[src/stl_pkg.sv]
// Shared types, character codes, token kinds and the keyword table for the
// source token lexer. No dependencies; used by every module of the block.
package stl_pkg;

  // Longest token text that is counted; longer names are flagged.
  localparam int MAX_TOKEN_LEN = 64;

  // Number of leading name characters kept for keyword matching.
  localparam int KW_BUF = 6;
  localparam int KW_COUNT = 9;

  // Depth of the result queue and its pointer width.
  localparam int QDEPTH = 4;
  localparam int QPTR_W = 2;

  // Lexer modes.
  typedef enum logic [1:0] {
    MODE_IDLE = 2'd0,
    MODE_OP   = 2'd1,
    MODE_NUM  = 2'd2,
    MODE_NAME = 2'd3
  } lex_mode_t;

  // Token kinds.
  localparam logic [4:0] KIND_GT    = 5'd10;
  localparam logic [4:0] KIND_INT   = 5'd18;
  localparam logic [4:0] KIND_IDENT = 5'd19;
  localparam logic [4:0] KIND_KW0   = 5'd20;
  localparam logic [4:0] KIND_ERROR = 5'd29;
  localparam logic [4:0] KIND_EOF   = 5'd30;

  // Error causes.
  localparam logic [1:0] CAUSE_NONE = 2'd0;
  localparam logic [1:0] CAUSE_CHAR = 2'd1;
  localparam logic [1:0] CAUSE_INT  = 2'd2;
  localparam logic [1:0] CAUSE_NAME = 2'd3;

  // Character codes.
  localparam logic [7:0] CH_TAB   = 8'h09;
  localparam logic [7:0] CH_LF    = 8'h0A;
  localparam logic [7:0] CH_CR    = 8'h0D;
  localparam logic [7:0] CH_SPACE = 8'h20;
  localparam logic [7:0] CH_BANG  = 8'h21;
  localparam logic [7:0] CH_LPAR  = 8'h28;
  localparam logic [7:0] CH_RPAR  = 8'h29;
  localparam logic [7:0] CH_STAR  = 8'h2A;
  localparam logic [7:0] CH_PLUS  = 8'h2B;
  localparam logic [7:0] CH_COMMA = 8'h2C;
  localparam logic [7:0] CH_MINUS = 8'h2D;
  localparam logic [7:0] CH_SLASH = 8'h2F;
  localparam logic [7:0] CH_SEMI  = 8'h3B;
  localparam logic [7:0] CH_LT    = 8'h3C;
  localparam logic [7:0] CH_EQ    = 8'h3D;
  localparam logic [7:0] CH_GT    = 8'h3E;
  localparam logic [7:0] CH_LBRACE = 8'h7B;
  localparam logic [7:0] CH_RBRACE = 8'h7D;

  // Operator selectors for the characters that may pair with '='.
  localparam logic [1:0] OP_GT   = 2'd0;
  localparam logic [1:0] OP_LT   = 2'd1;
  localparam logic [1:0] OP_EQ   = 2'd2;
  localparam logic [1:0] OP_BANG = 2'd3;

  // Keyword spellings, first character at index 0, zero padded.
  localparam logic [7:0] KW_TEXT [KW_COUNT][KW_BUF] = '{
    '{8'h69, 8'h66, 8'h00, 8'h00, 8'h00, 8'h00},  // if
    '{8'h65, 8'h6C, 8'h73, 8'h65, 8'h00, 8'h00},  // else
    '{8'h77, 8'h68, 8'h69, 8'h6C, 8'h65, 8'h00},  // while
    '{8'h70, 8'h72, 8'h69, 8'h6E, 8'h74, 8'h00},  // print
    '{8'h69, 8'h6E, 8'h74, 8'h00, 8'h00, 8'h00},  // int
    '{8'h76, 8'h6F, 8'h69, 8'h64, 8'h00, 8'h00},  // void
    '{8'h72, 8'h65, 8'h74, 8'h75, 8'h72, 8'h6E},  // return
    '{8'h61, 8'h6E, 8'h64, 8'h00, 8'h00, 8'h00},  // and
    '{8'h6F, 8'h72, 8'h00, 8'h00, 8'h00, 8'h00}   // or
  };
  localparam logic [2:0] KW_LEN [KW_COUNT] = '{
    3'd2, 3'd4, 3'd5, 3'd5, 3'd3, 3'd4, 3'd6, 3'd3, 3'd2
  };

  typedef logic [7:0] kw_buf_t [KW_BUF];

  // One result token.
  typedef struct packed {
    logic [4:0]  kind;
    logic [62:0] value;
    logic [23:0] line;
    logic [6:0]  length;
    logic [1:0]  cause;
    logic        last;
  } tok_t;

  // Results of one input item, compacted into the low slots.
  typedef struct packed {
    logic [1:0] cnt;
    tok_t       t0;
    tok_t       t1;
  } tok_pair_t;

  function automatic logic is_digit(input logic [7:0] b);
    return (b >= 8'h30) && (b <= 8'h39);
  endfunction

  function automatic logic is_alpha(input logic [7:0] b);
    return ((b >= 8'h61) && (b <= 8'h7A)) || ((b >= 8'h41) && (b <= 8'h5A));
  endfunction

  // Build a token without line number or last flag.
  function automatic tok_t mk_tok(input logic [4:0] kind, input logic [62:0] value,
                                  input logic [6:0] length, input logic [1:0] cause);
    tok_t t;
    t.kind   = kind;
    t.value  = value;
    t.line   = '0;
    t.length = length;
    t.cause  = cause;
    t.last   = 1'b0;
    return t;
  endfunction

  // Kind of a finished name: a keyword when length and stored characters match.
  function automatic logic [4:0] name_kind(input logic [6:0] len, input kw_buf_t chars);
    logic [4:0] kind;
    logic       same;
    logic       found;
    kind  = KIND_IDENT;
    found = 1'b0;
    for (int i = 0; i < KW_COUNT; i++) begin
      same = (len == {4'd0, KW_LEN[i]});
      for (int j = 0; j < KW_BUF; j++) begin
        if ((3'(j) < KW_LEN[i]) && (chars[j] != KW_TEXT[i][j])) begin
          same = 1'b0;
        end
      end
      if (same && !found) begin
        kind  = KIND_KW0 + 5'(i);
        found = 1'b1;
      end
    end
    return kind;
  endfunction

endpackage

[src/stl_lex.sv]
// Lexer state and the per-item step logic: one accepted character gives up to
// two tokens in the same cycle. Depends on stl_pkg.
module stl_lex
  import stl_pkg::*;
(
  input  logic      clk,
  input  logic      rst_n,
  input  logic      step,
  input  logic [7:0] src_byte,
  input  logic      end_flag,
  output tok_pair_t res
);

  lex_mode_t   mode_r, mode_nxt;
  logic [1:0]  op_r, op_nxt;
  logic [62:0] num_val_r, num_val_nxt;
  logic        num_ovf_r, num_ovf_nxt;
  logic [6:0]  tok_len_r, tok_len_nxt;
  logic        too_long_r, too_long_nxt;
  logic [23:0] line_r, line_nxt;
  logic        eof_r, eof_nxt;
  logic [7:0]  kw_chars_r [KW_BUF];

  logic        kw_we;
  logic [2:0]  kw_idx;

  // Digit accumulation, shared by a number start and a number continuation.
  logic        num_cont;
  logic [62:0] base_val;
  logic        base_ovf;
  logic [6:0]  base_len;
  logic [66:0] base_ext;
  logic [66:0] acc;
  logic        acc_ovf;
  logic [62:0] acc_val;
  logic [6:0]  acc_len;
  logic        acc_err;

  assign num_cont = (mode_r == MODE_NUM);
  assign base_val = num_cont ? num_val_r : '0;
  assign base_ovf = num_cont ? num_ovf_r : 1'b0;
  assign base_len = num_cont ? tok_len_r : '0;
  assign base_ext = {4'd0, base_val};
  assign acc      = (base_ext << 3) + (base_ext << 1) + {63'd0, src_byte[3:0]};
  assign acc_ovf  = base_ovf | (|acc[66:63]);
  assign acc_val  = acc_ovf ? base_val : acc[62:0];
  assign acc_len  = base_len + 7'd1;
  assign acc_err  = (acc_len >= 7'(MAX_TOKEN_LEN));

  // Tokens that a pending number, name or operator gives when it ends.
  tok_t num_tok;
  tok_t name_tok;
  tok_t op_single;
  tok_t op_pair;

  always_comb begin
    num_tok   = num_ovf_r ? mk_tok(KIND_ERROR, '0, '0, CAUSE_INT)
                          : mk_tok(KIND_INT, num_val_r, tok_len_r, CAUSE_NONE);
    name_tok  = too_long_r ? mk_tok(KIND_ERROR, '0, 7'(MAX_TOKEN_LEN), CAUSE_NAME)
                           : mk_tok(name_kind(tok_len_r, kw_chars_r), '0, tok_len_r,
                                    CAUSE_NONE);
    op_single = mk_tok(KIND_GT + {2'd0, op_r, 1'b0}, '0, 7'd1, CAUSE_NONE);
    op_pair   = mk_tok(KIND_GT + {2'd0, op_r, 1'b1}, '0, 7'd2, CAUSE_NONE);
  end

  // Step logic: token A ends what was pending, token B comes from this character.
  logic a_v, b_v, do_start;
  tok_t a_tok, b_tok;

  always_comb begin
    mode_nxt     = mode_r;
    op_nxt       = op_r;
    num_val_nxt  = num_val_r;
    num_ovf_nxt  = num_ovf_r;
    tok_len_nxt  = tok_len_r;
    too_long_nxt = too_long_r;
    line_nxt     = line_r;
    eof_nxt      = eof_r;
    kw_we        = 1'b0;
    kw_idx       = tok_len_r[2:0];
    a_v          = 1'b0;
    b_v          = 1'b0;
    a_tok        = mk_tok(KIND_EOF, '0, '0, CAUSE_NONE);
    b_tok        = mk_tok(KIND_EOF, '0, '0, CAUSE_NONE);
    do_start     = 1'b0;

    if (eof_r) begin
      b_v = 1'b1;
    end else if (end_flag) begin
      unique case (mode_r)
        MODE_OP: begin
          a_v   = 1'b1;
          a_tok = op_single;
        end
        MODE_NUM: begin
          a_v   = 1'b1;
          a_tok = num_tok;
        end
        MODE_NAME: begin
          a_v   = 1'b1;
          a_tok = name_tok;
        end
        default: begin
          a_v = 1'b0;
        end
      endcase
      mode_nxt = MODE_IDLE;
      eof_nxt  = 1'b1;
      b_v      = 1'b1;
    end else begin
      unique case (mode_r)
        MODE_OP: begin
          mode_nxt = MODE_IDLE;
          a_v      = 1'b1;
          if (src_byte == CH_EQ) begin
            a_tok = op_pair;
          end else begin
            a_tok    = op_single;
            do_start = 1'b1;
          end
        end
        MODE_NUM: begin
          if (is_digit(src_byte)) begin
            num_val_nxt = acc_val;
            num_ovf_nxt = acc_ovf;
            tok_len_nxt = acc_len;
            if (acc_err) begin
              a_v      = 1'b1;
              a_tok    = mk_tok(KIND_ERROR, '0, '0, CAUSE_INT);
              mode_nxt = MODE_IDLE;
            end
          end else begin
            a_v      = 1'b1;
            a_tok    = num_tok;
            mode_nxt = MODE_IDLE;
            do_start = 1'b1;
          end
        end
        MODE_NAME: begin
          if (is_digit(src_byte) || is_alpha(src_byte)) begin
            if (tok_len_r < 7'(MAX_TOKEN_LEN)) begin
              kw_we       = (tok_len_r < 7'(KW_BUF));
              tok_len_nxt = tok_len_r + 7'd1;
            end else begin
              too_long_nxt = 1'b1;
            end
          end else begin
            a_v      = 1'b1;
            a_tok    = name_tok;
            mode_nxt = MODE_IDLE;
            do_start = 1'b1;
          end
        end
        default: begin
          do_start = 1'b1;
        end
      endcase
    end

    // Start of a new token from the current character.
    if (do_start) begin
      priority if (src_byte == CH_LF) begin
        if (line_r != '1) begin
          line_nxt = line_r + 24'd1;
        end
      end else if ((src_byte == CH_SPACE) || (src_byte == CH_TAB) ||
                   (src_byte == CH_CR)) begin
        b_v = 1'b0;
      end else if (src_byte == CH_PLUS) begin
        b_v = 1'b1; b_tok = mk_tok(5'd0, '0, 7'd1, CAUSE_NONE);
      end else if (src_byte == CH_MINUS) begin
        b_v = 1'b1; b_tok = mk_tok(5'd1, '0, 7'd1, CAUSE_NONE);
      end else if (src_byte == CH_STAR) begin
        b_v = 1'b1; b_tok = mk_tok(5'd2, '0, 7'd1, CAUSE_NONE);
      end else if (src_byte == CH_SLASH) begin
        b_v = 1'b1; b_tok = mk_tok(5'd3, '0, 7'd1, CAUSE_NONE);
      end else if (src_byte == CH_LPAR) begin
        b_v = 1'b1; b_tok = mk_tok(5'd4, '0, 7'd1, CAUSE_NONE);
      end else if (src_byte == CH_RPAR) begin
        b_v = 1'b1; b_tok = mk_tok(5'd5, '0, 7'd1, CAUSE_NONE);
      end else if (src_byte == CH_LBRACE) begin
        b_v = 1'b1; b_tok = mk_tok(5'd6, '0, 7'd1, CAUSE_NONE);
      end else if (src_byte == CH_RBRACE) begin
        b_v = 1'b1; b_tok = mk_tok(5'd7, '0, 7'd1, CAUSE_NONE);
      end else if (src_byte == CH_COMMA) begin
        b_v = 1'b1; b_tok = mk_tok(5'd8, '0, 7'd1, CAUSE_NONE);
      end else if (src_byte == CH_SEMI) begin
        b_v = 1'b1; b_tok = mk_tok(5'd9, '0, 7'd1, CAUSE_NONE);
      end else if (src_byte == CH_GT) begin
        mode_nxt = MODE_OP; op_nxt = OP_GT;
      end else if (src_byte == CH_LT) begin
        mode_nxt = MODE_OP; op_nxt = OP_LT;
      end else if (src_byte == CH_EQ) begin
        mode_nxt = MODE_OP; op_nxt = OP_EQ;
      end else if (src_byte == CH_BANG) begin
        mode_nxt = MODE_OP; op_nxt = OP_BANG;
      end else if (is_digit(src_byte)) begin
        num_val_nxt = acc_val;
        num_ovf_nxt = acc_ovf;
        tok_len_nxt = acc_len;
        if (acc_err) begin
          b_v      = 1'b1;
          b_tok    = mk_tok(KIND_ERROR, '0, '0, CAUSE_INT);
          mode_nxt = MODE_IDLE;
        end else begin
          mode_nxt = MODE_NUM;
        end
      end else if (is_alpha(src_byte)) begin
        mode_nxt     = MODE_NAME;
        too_long_nxt = 1'b0;
        kw_we        = 1'b1;
        kw_idx       = 3'd0;
        tok_len_nxt  = 7'd1;
      end else begin
        b_v   = 1'b1;
        b_tok = mk_tok(KIND_ERROR, '0, 7'd1, CAUSE_CHAR);
      end
    end
  end

  // Pack the results into the low slots and mark the final one.
  always_comb begin
    res.cnt = {1'b0, a_v} + {1'b0, b_v};
    res.t0  = a_v ? a_tok : b_tok;
    res.t1  = b_tok;
    res.t0.line = line_r;
    res.t1.line = line_r;
    res.t0.last = (res.cnt == 2'd1);
    res.t1.last = 1'b1;
  end

  // Control state.
  always_ff @(posedge clk) begin
    if (!rst_n) begin
      mode_r     <= MODE_IDLE;
      op_r       <= OP_GT;
      num_val_r  <= '0;
      num_ovf_r  <= 1'b0;
      tok_len_r  <= '0;
      too_long_r <= 1'b0;
      line_r     <= 24'd1;
      eof_r      <= 1'b0;
    end else if (step) begin
      mode_r     <= mode_nxt;
      op_r       <= op_nxt;
      num_val_r  <= num_val_nxt;
      num_ovf_r  <= num_ovf_nxt;
      tok_len_r  <= tok_len_nxt;
      too_long_r <= too_long_nxt;
      line_r     <= line_nxt;
      eof_r      <= eof_nxt;
    end
  end

  // Leading characters of the current name, for keyword matching.
  always_ff @(posedge clk) begin
    if (step && kw_we) begin
      kw_chars_r[kw_idx] <= src_byte;
    end
  end

  // Once the end mark is taken, nothing stays pending.
  a_eof_idle: assert property (@(posedge clk) disable iff (!rst_n)
    eof_r |-> (mode_r == MODE_IDLE))
    else $error("lexer holds a pending token after end of input");

  // A digit run never reaches the length limit while still open.
  a_num_len: assert property (@(posedge clk) disable iff (!rst_n)
    (mode_r == MODE_NUM) |-> (tok_len_r < 7'(MAX_TOKEN_LEN)))
    else $error("open number exceeds the length limit");

  // The line counter starts at one and never wraps.
  a_line_nz: assert property (@(posedge clk) disable iff (!rst_n)
    line_r != '0)
    else $error("line counter wrapped to zero");

endmodule

[src/stl_tok_queue.sv]
// Small result queue that takes up to two tokens a cycle and gives one.
// Depends on stl_pkg.
module stl_tok_queue
  import stl_pkg::*;
(
  input  logic       clk,
  input  logic       rst_n,
  input  logic       push,
  input  tok_pair_t  push_data,
  input  logic       pop,
  output logic       not_empty,
  output logic       room_for_two,
  output tok_t       head
);

  localparam int CNT_W = QPTR_W + 1;

  tok_t              mem_r [QDEPTH];
  logic [QPTR_W-1:0] wptr_r, wptr_nxt;
  logic [QPTR_W-1:0] rptr_r, rptr_nxt;
  logic [CNT_W-1:0]  count_r, count_nxt;
  logic [1:0]        n_in;
  logic              do_pop;

  assign n_in         = push ? push_data.cnt : 2'd0;
  assign do_pop       = pop && (count_r != '0);
  assign not_empty    = (count_r != '0);
  assign room_for_two = (count_r <= CNT_W'(QDEPTH - 2));
  assign head         = mem_r[rptr_r];

  // Pointer and fill count update.
  always_comb begin
    wptr_nxt  = wptr_r + QPTR_W'(n_in);
    rptr_nxt  = rptr_r + QPTR_W'(do_pop);
    count_nxt = count_r + CNT_W'(n_in) - CNT_W'(do_pop);
  end

  always_ff @(posedge clk) begin
    if (!rst_n) begin
      wptr_r  <= '0;
      rptr_r  <= '0;
      count_r <= '0;
    end else begin
      wptr_r  <= wptr_nxt;
      rptr_r  <= rptr_nxt;
      count_r <= count_nxt;
    end
  end

  // Token storage.
  always_ff @(posedge clk) begin
    if (n_in != 2'd0) begin
      mem_r[wptr_r] <= push_data.t0;
    end
    if (n_in == 2'd2) begin
      mem_r[wptr_r + QPTR_W'(1)] <= push_data.t1;
    end
  end

  // The queue is never written past its depth.
  a_no_overflow: assert property (@(posedge clk) disable iff (!rst_n)
    (n_in != 2'd0) |-> (count_r <= CNT_W'(QDEPTH) - CNT_W'(n_in)))
    else $error("result queue overflow");

  // The fill count tracks the pointers.
  a_count_ptr: assert property (@(posedge clk) disable iff (!rst_n)
    (count_r != CNT_W'(QDEPTH)) |-> (QPTR_W'(count_r) == QPTR_W'(wptr_r - rptr_r)))
    else $error("result queue count disagrees with pointers");

endmodule

[src/source_token_lexer.sv]
// Top level of the source token lexer: input register, step logic and
// result queue. Depends on stl_pkg, stl_lex and stl_tok_queue.
//
//   channel | direction | tdata                                  | tuser        | tlast
//   in_     | slave     | source_byte                            | end_of_input | -
//   out_    | master     | int_value, line_number, lexeme_length, | token_kind   | last_of_run
//           |           | error_cause                            |              |
//
// A character is taken in every cycle while the result queue has room for two
// tokens; its tokens pass the input register and the result queue before the output.
// The output gives one token per cycle while out_tready is high, so items that end
// one token and start another give two tokens and the queue absorbs the difference.
// Reset (rst_n low, synchronous) empties the input register and the queue and
// returns the lexer to line one with nothing pending.
// A stalled output holds its token; the input stalls when the queue lacks room for two.
module source_token_lexer
  import stl_pkg::*;
(
  input  logic        clk,
  input  logic        rst_n,
  input  logic        in_tvalid,
  output logic        in_tready,
  input  logic [7:0]  in_tdata,   // [7:0] source_byte
  input  logic        in_tuser,   // [0] end_of_input
  output logic        out_tvalid,
  input  logic        out_tready,
  output logic [95:0] out_tdata,  // [62:0] int_value, [86:63] line_number,
                                  // [93:87] lexeme_length, [95:94] error_cause
  output logic [4:0]  out_tuser,  // [4:0] token_kind
  output logic        out_tlast   // last_of_run
);

  logic       in_v_r, in_v_nxt;
  logic [7:0] byte_r;
  logic       end_r;
  logic       step;
  logic       room_for_two;
  tok_pair_t  res;
  tok_t       head;

  // Input register advances when its item moves into the lexer.
  assign step      = in_v_r && room_for_two;
  assign in_tready = !in_v_r || step;
  assign in_v_nxt  = (in_tvalid && in_tready) || (in_v_r && !step);

  always_ff @(posedge clk) begin
    if (!rst_n) begin
      in_v_r <= 1'b0;
    end else begin
      in_v_r <= in_v_nxt;
    end
  end

  always_ff @(posedge clk) begin
    if (in_tvalid && in_tready) begin
      byte_r <= in_tdata;
      end_r  <= in_tuser;
    end
  end

  stl_lex u_lex (
    .clk      (clk),
    .rst_n    (rst_n),
    .step     (step),
    .src_byte (byte_r),
    .end_flag (end_r),
    .res      (res)
  );

  stl_tok_queue u_queue (
    .clk          (clk),
    .rst_n        (rst_n),
    .push         (step),
    .push_data    (res),
    .pop          (out_tready),
    .not_empty    (out_tvalid),
    .room_for_two (room_for_two),
    .head         (head)
  );

  // Result transaction fields.
  assign out_tdata = {head.cause, head.length, head.line, head.value};
  assign out_tuser = head.kind;
  assign out_tlast = head.last;

  // An item in the input register moves on as soon as the queue has room.
  a_step_room: assert property (@(posedge clk) disable iff (!rst_n)
    (in_v_r && room_for_two) |=> !in_v_r || $past(in_tvalid && in_tready))
    else $error("input register held an item with queue room");

  // An end-of-input transaction always produces at least its eof token.
  a_res_nonzero: assert property (@(posedge clk) disable iff (!rst_n)
    (step && end_r) |-> (res.cnt != 2'd0))
    else $error("end of input gave no token");

  // Token kinds stay in their defined range.
  a_kind_range: assert property (@(posedge clk) disable iff (!rst_n)
    out_tvalid |-> (out_tuser <= KIND_EOF))
    else $error("token kind out of range");

endmodule

[config.mk]
export PLATFORM = sky130hd
export DESIGN_NAME = source_token_lexer
export DESIGN_NICKNAME = d
export VERILOG_FILES = /design/src/stl_pkg.sv /design/src/stl_lex.sv /design/src/stl_tok_queue.sv /design/src/source_token_lexer.sv
export SDC_FILE = /design/constraint.sdc
export NUM_CORES = 1
export LEC_CHECK = 0
export BUFFER_PORTS_ARGS = -buffer_cell sky130_fd_sc_hd__buf_2
export CAP_MARGIN = 20
export CELL_PAD_IN_SITES_DETAIL_PLACEMENT = 2
export CELL_PAD_IN_SITES_GLOBAL_PLACEMENT = 2
export CORE_ASPECT_RATIO = 0.7
export CORE_MARGIN = 2
export CORE_UTILIZATION = 25
export CTS_CLUSTER_DIAMETER = 80
export DETAILED_ROUTE_END_ITERATION = 7
export GPL_TIMING_DRIVEN = 0
export PLACE_DENSITY = 0.54
export SLEW_MARGIN = 5
export SYNTH_ARGS = -nofsm -noshare
export SYNTH_HDL_FRONTEND = slang
export SYNTH_SLANG_ARGS = --single-unit
export TNS_END_PERCENT = 20
[constraint.sdc]
create_clock -name clk -period 5.7 [get_ports clk]
set_input_delay 1.14 -clock clk [delete_from_list [all_inputs] [get_ports clk]]
set_output_delay 1.14 -clock clk [all_outputs]
set_load 0.03 [all_outputs]
==> summary.md, run 1 <==
| Metric | Value |
|---|---|
| Top-count cell post-synth | `dfxtp_1` |
| Worst-path clk slew | `60 ps` |
| Via count | `22200` |
| HP Class | `reg -> reg` |
| Die Y | `286 um` |
| Final nets | `2924` |
| Period utilisation layout | `94.2%` |
| Hold slack | `450 ps` |
| Clk Latency, worst-skew pair | `680 ps` |
| H-tree depth | `3` |
| CTS Buf Count | `68` |
| Comb pwr share | `15.2%` |
| Synth Instances | `2566` |
| Storage cell area | `13300 sq um` |
| Post-synth EDFFs | `185` |
| Clock share of power | `43.0%` |
| Antenna Nets Post-Route | `0` |
| Seq pwr share | `41.8%` |
| Relative slew slack | `21.7%` |
| Max-cap violations | `0` |
| Initial DRC Count | `1167` |
| DR vias/cell | `5.11` |
| DRT Pass-1 Iters | `5` |
| Most frequent cells after synthesis | `dfxtp_1, a22o_1, edfxtp_1, nand2_1, nor2_1` |
| Largest net degree at the start of global routing | `23` |
| Switching Fraction | `29.4%` |
| Root Driver | `clkbuf_16` |
| Core ar. | `113000 sq um` |
| Initial Util | `25.2%` |
| Area leader, netlist | `dfxtp_1` |
| Routability cong. | `0.808` |
| Fin crit period | `5370 ps` |
| DP Wirelength | `81800 um` |
| Area of the multi-input gates | `14200 sq um` |
| Fin area | `33700 sq um` |
| FFs w/ async S/R, synth | `0%` |
| LEAKAGE | `0.0127 uW` |
| Crit start category | `flop` |
| Mapped Avg Cell Area | `11.1 sq um` |
| GRT overflow | `0` |
| FF+latch count, synth | `574` |
| Chip width | `407 um` |
| Global-route usage over all layers | `18.7%` |
| CTS Sinks | `574` |
| Distinct cells, synth | `107` |
| Vias in the first global route | `24400` |
| Measured slew at the worst slew-check pin | `1170 ps` |
| Dpl cell area | `31100 sq um` |
| Fmax | `0.186 GHz` |
| Drc violations | `0` |
| Seq/Total Area, Yosys | `47.0%` |
| Final Setup Violations | `0` |
| Fillers | `12100` |
| Critical Path RT | `6230 ps` |
| Worst EP arrival | `5900 ps` |
| Critical path peak fanout | `10` |
| Synth top area share | `27.4%` |
| Worst Path Class, Setup | `reg -> reg` |
| PortBufs | `115` |
| Synth Cell Area | `28400 sq um` |
| Slew Viols, Final | `0` |
| Peak supply drop | `0.000195 V` |
| Most used DFF post-synth | `dfxtp_1` |
| Status | `finished clean` |
| R2r setup slk | `330 ps` |
| First-pass GRT wire length | `163000 um` |
| Synth warn | `0` |
| Switching power total | `3060 uW` |
| Initial antenna violation count | `3` |
| Share of layout cells above drive strength 1 | `18.4%` |
| Clock Skews | `41.1 ps` |
| Unrepaired setup endpoints after global routing | `yes` |
| Final hold violations | `0` |
| Routed length per instance | `25.2 um` |
| Final wirelength | `109000 um` |
| Area Growth Syn to Fin | `18.6%` |
| Synth area leaders | `dfxtp_1, edfxtp_1, a22o_1, mux4_2, ha_1` |
| Die area | `116000 sq um` |
| Maximum buffer depth of the clock tree | `3` |
| Crit. End Element | `flop` |
| Power Density | `309 nW/um^2` |
| CTS tree | `built` |
| IO Pins | `117` |
| Num rows | `103` |
| Syn_nets | `2720` |
| Cell internal pwr | `7350 uW` |
| Setup TNS | `0 ps` |
==> cell families after synthesis <==
logic type	count (synthesis)	share of synthesized area [%]
AOI/OAI and AO/OA	714	19.1
and+or+nand+nor	707	13.2
DFF	574	47.0
buffers and inverters	242	3.65
adders and majority gates	141	6.29
muxes	107	8.27
xor gates and xnor gates	81	2.50
==> worst paths after layout <==
kind                             from                   to  cells past startpoint
hold reg to reg   u_queue.mem_r[3][5]  u_queue.mem_r[3][5]                      2
setup reg to reg      u_lex.mode_r[1]  u_lex.num_val_r[19]                     21
setup / recovery      u_lex.mode_r[1]  u_lex.num_val_r[19]                     21
hold / removal    u_queue.mem_r[3][5]  u_queue.mem_r[3][5]                      2
==> power groups by stage <==
stage | Combinational [uW] | Sequential (uW) | Clock [uW]
2_1_floorplan | 996 | 4420 | 0
3_3_place_gp | 1520 | 4440 | 0
3_5_place_dp | 1560 | 4450 | 0
4_1_cts | 1580 | 4360 | 4610
5_1_grt | 1700 | 4360 | 4770
6_report | 1590 | 4350 | 4470
==> state kept, by name (all words and copies together), names as in the netlist <==
name and count:
u_lex.tok_len_r 7, u_lex.num_ovf_r 1, u_lex.op_r 2, u_queue.wptr_r 2, byte_r 8, u_queue.mem_r 408, u_lex.too_long_r 1, u_lex.mode_r 2
in_v_r 1, end_r 1, u_queue.rptr_r 2, u_lex.num_val_r 63, u_queue.count_r 3, u_lex.line_r 24, u_lex.kw_chars_r 48, u_lex.eof_r 1
==> critical path, stage by stage, from the launching register on <==
cell	delay, ps
dfxtp_1	390
nor2b_4	230
clkbuf_2	270
clkbuf_4	320
and2_1	150
clkbuf_1	330
ha_1	310
ha_1	270
clkbuf_1	330
nand4_1	300
nor2_1	310
nand2_1	150
a211oi_1	240
o2111a_1	330
o31a_4	180
o22ai_4	110
nor2_2	100
o21ai_1	80
a31o_1	250
buf_6	170
buf_6	160
a22o_1	230
==> routing by layer <==
layer / wire [um] / global-route usage (%) / vias up
li1: - / - / 10100
met1: 56000 / 27.8 / 11600
met2: 46300 / 27.8 / 387
met3: 3980 / 2.81 / 136
met4: 3010 / 5.55 / 0
met5: 0 / 0 / -
==> repair_timing <==
item                       in CTS  in global routing
setup buffers                   6                  3
setup endpoints to repair     564                453
gates resized for setup        46                 28
gates cloned                    0                  0
pin swaps                       2                  0
hold buffers                    0                  0
==> cell usage in the layout (no fill, tap or decap), types with 18 or more instances in the layout <==
cell type / n
dfxtp_1: 389
a22o_1: 322
edfxtp_1: 185
buf_2: 166
nand2_1: 154
nor2_1: 136
ha_1: 136
a21oi_1: 115
clkbuf_1: 113
mux4_2: 102
nor2b_1: 100
and2_1: 78
o21ai_0: 73
clkbuf_16: 73
xnor2_1: 50
nand3_1: 45
nor3_1: 38
inv_1: 30
xor2_1: 30
o22ai_1: 29
a21o_1: 28
and3_1: 22
nand4_1: 21
buf_1: 20
or3_1: 18
==> layout make-up <==
class                           instances  share of cell area, %
Clock inverter                         30                  0.977
Antenna cell                            2                 0.0149
Buffer                                200                   2.73
Clock buffer                           92                   5.82
Sequential cell                       574                   39.6
Tap cell                             1522                   5.65
Inverter                               36                  0.431
Timing Repair Buffer                  140                   2.70
Multi-Input combinational cell       1750                   42.1
==> stage by stage <==
stage               utilization (%)  total power (uW)  setup slack [ps]  instances
CTS                            29.7             10600             -76.1       4341
floorplan                         -              5410               829       2566
finish                         29.9             10400               329       4346
detailed placement             27.6              6010             -2000       4213
global route                   29.9             10800             -27.6       4344
global placement               27.4              5960             -2980       4203
No activity file was read; power rests on OpenSTA's default activity.
==> run 2, diff against run 1 <==
==> constraint.sdc (replaced) <==
create_clock -name clk -period 6.5 [get_ports clk]
set_input_delay 1.3 -clock clk [delete_from_list [all_inputs] [get_ports clk]]
set_output_delay 1.3 -clock clk [all_outputs]
set_load 0.03 [all_outputs]
==> run 2 against run 1 <==
Net effect: flip-flop and latch count did not move; register-to-register slack better by 40 ps; setup slack improved by 35 ps; die area did not move; utilization is 0.15 points lower; critical path type unchanged; largest cell class unchanged; highest routed layer unchanged.
==> summary.md, run 2 (same netlist as run 1, synthesis figures left out) <==
| Metric | Value |
|---|---|
| Status | `finished clean` |
| Critical path peak fanout | `19 (+9)` |
| Pre-CTS setup slack | `-1200 ps (+800 ps)` |
| PnR worst setup slack | `364 ps (+35.3 ps)` |
| Measured slew at the worst slew-check pin | `1170 ps (-2.80 ps)` |
| Via count | `22200 (+0.076%)` |
| Max-cap violations | `0 (unchanged)` |
| Global-route usage over all layers | `18.7% (about the same)` |
| Slew Viols, Final | `0 (unchanged)` |
| CTS tree | `built` |
| Worst-path clk slew | `60 ps (about the same)` |
| Largest net degree at the start of global routing | `23 (unchanged)` |
| Power Density | `272 nW/um^2 (-12%)` |
| Vias in the first global route | `24300 (-0.17%)` |
| Util after Layout | `29.7% (-0.15 points)` |
| Clock Skews | `43.9 ps (+2.81 ps)` |
| Crit. End Element | `flop` |
| LEAKAGE | `0.0127 uW (-0.63%)` |
| HP Class | `reg -> reg` |
| Period utilisation layout | `94.4% (+0.17 points)` |
| DR vias/cell | `5.12 (about the same)` |
| PortBufs | `115 (unchanged)` |
| Max FFs per register | `408 (unchanged)` |
| Drc violations | `0 (unchanged)` |
| CTS Sinks | `574 (unchanged)` |
| Most common cell after layout, fill and taps aside | `dfxtp_1` |
| Fmax | `0.163 GHz (-12%)` |
| Area Growth Syn to Fin | `18.0%` |
| Worst Path Class, Setup | `reg -> reg` |
| GRT overflow | `0 (unchanged)` |
| IO Pins | `117 (unchanged)` |
| Initial DRC Count | `1099 (-5.8%)` |
| First-pass GRT wire length | `163000 um (about the same)` |
| Final hold violations | `0 (unchanged)` |
| Final wirelength | `109000 um (-0.25%)` |
| Root Driver | `clkbuf_16` |
| Maximum buffer depth of the clock tree | `3 (unchanged)` |
| Antenna Nets Post-Route | `0 (unchanged)` |
| Final Setup Violations | `0 (unchanged)` |
| Die area | `116000 sq um (unchanged)` |
| Share of layout cells above drive strength 1 | `17.5% (-0.84 points)` |
| Hold slack | `452 ps (+1.85 ps)` |
| Most frequent cells in the layout | `dfxtp_1, a22o_1, edfxtp_1, buf_2, nand2_1` |
| Final nets | `2923 (-0.034%)` |
| Relative slew slack | `21.9% (+0.19 points)` |
| Clk Latency, worst-skew pair | `680 ps (about the same)` |
| Die Y | `286 um (unchanged)` |
| CTS Buf Count | `68 (unchanged)` |
| Initial Util | `25.2% (unchanged)` |
| Peak supply drop | `0.000170 V (-12%)` |
| Worst EP arrival | `6480 ps (+580 ps)` |
| Fin crit period | `6140 ps (+765 ps)` |
| Initial antenna violation count | `3 (unchanged)` |
| H-tree depth | `3 (unchanged)` |
| Critical Path RT | `6850 ps (+620 ps)` |
| Unrepaired setup endpoints after global routing | `yes` |
| Dpl cell area | `31100 sq um (unchanged)` |
| Core ar. | `113000 sq um (unchanged)` |
| Fin area | `33500 sq um (-0.51%)` |
| DRT Pass-1 Iters | `7 (+2)` |
| Routed length per instance | `25.1 um (-0.25%)` |
| Num rows | `103 (unchanged)` |
| Biggest regs | `u_queue.mem_r: 408 flops, u_lex.num_val_r: 63 flops, u_lex.kw_chars_r: 48 flops` |
| Routability cong. | `0.808 (unchanged)` |
| Reg with most FFs | `u_queue.mem_r` |
| Crit start category | `flop` |
| R2r setup slk | `360 ps (+40 ps)` |
| DP Wirelength | `81800 um (unchanged)` |
| Chip width | `407 um (unchanged)` |
-- run 2: worst max-delay path: stages, from the launching register on --
cell	delay, ps
dfxtp_1	390
inv_1	290
nand2_1	280
nor2_1	230
ha_1	300
nand3_1	130
xnor2_1	310
nand2_1	170
nand2_1	190
o21ai_1	110
a211oi_4	360
clkbuf_2	280
ha_1	160
clkbuf_1	370
o21ai_2	200
nor3_2	410
nor2_2	190
clkbuf_2	250
buf_8	200
clkbuf_2	310
inv_2	440
buf_12	260
-- run 2: final cells by class --
cell class | instances | area (sq um)
Timing Repair Buffer | 134 | 838
Fill cell | 12200 | 79200
Inverter | 36 | 138
Clock buffer | 92 | 1960
Multi-Input combinational cell | 1750 | 14100
Buffer | 205 | 923
Tap cell | 1522 | 1900
Clock inverter | 30 | 329
Sequential cell | 574 | 13300
Antenna cell | 3 | 7.51
-- run 2: what timing repair did --
item                       4_1_cts  5_1_grt
pin swaps                        0        2
setup endpoints to repair      418      267
setup buffers                    0        3
gates cloned                     0        0
hold buffers                     0        0
resized for setup               24       12
-- run 2: metal layers --
layer / vias to the layer above / track usage (%) / part of all wire (%)
met5: - / 0 / 0
li1: 10100 / - / -
met3: 130 / 2.77 / 3.4
met2: 377 / 27.7 / 42
met4: 0 / 5.52 / 2.7
met1: 11600 / 27.9 / 51
-- run 2: path summary, 6_finish.rpt --
check	startpoint	to	cells past startpoint
hold reg to reg	u_queue.mem_r[3][5]	u_queue.mem_r[3][5]	2
setup / recovery	u_lex.mode_r[0]	u_queue.mem_r[0][101]	21
setup reg to reg	u_lex.mode_r[0]	u_queue.mem_r[0][101]	21
hold / removal	u_queue.mem_r[3][5]	u_queue.mem_r[3][5]	2
-- run 2: metrics by stage --
step	total power, uW	TNS [ps]	std cells
final	9120	0	4346
after global routing	9490	-333	4343
after detailed placement	5270	-227650	4213
after CTS	9240	0	4335
after floorplan	4750	0	2566
after global placement	5220	-424060	4203
-- run 2: power by group --
part | total [uW] | switching, uW | internal [uW] | leakage (uW)
registers | 3820 | 49.7 | 3770 | 0.00476
logic | 1380 | 911 | 467 | 0.00678
clock network | 3930 | 1720 | 2210 | 0.00112
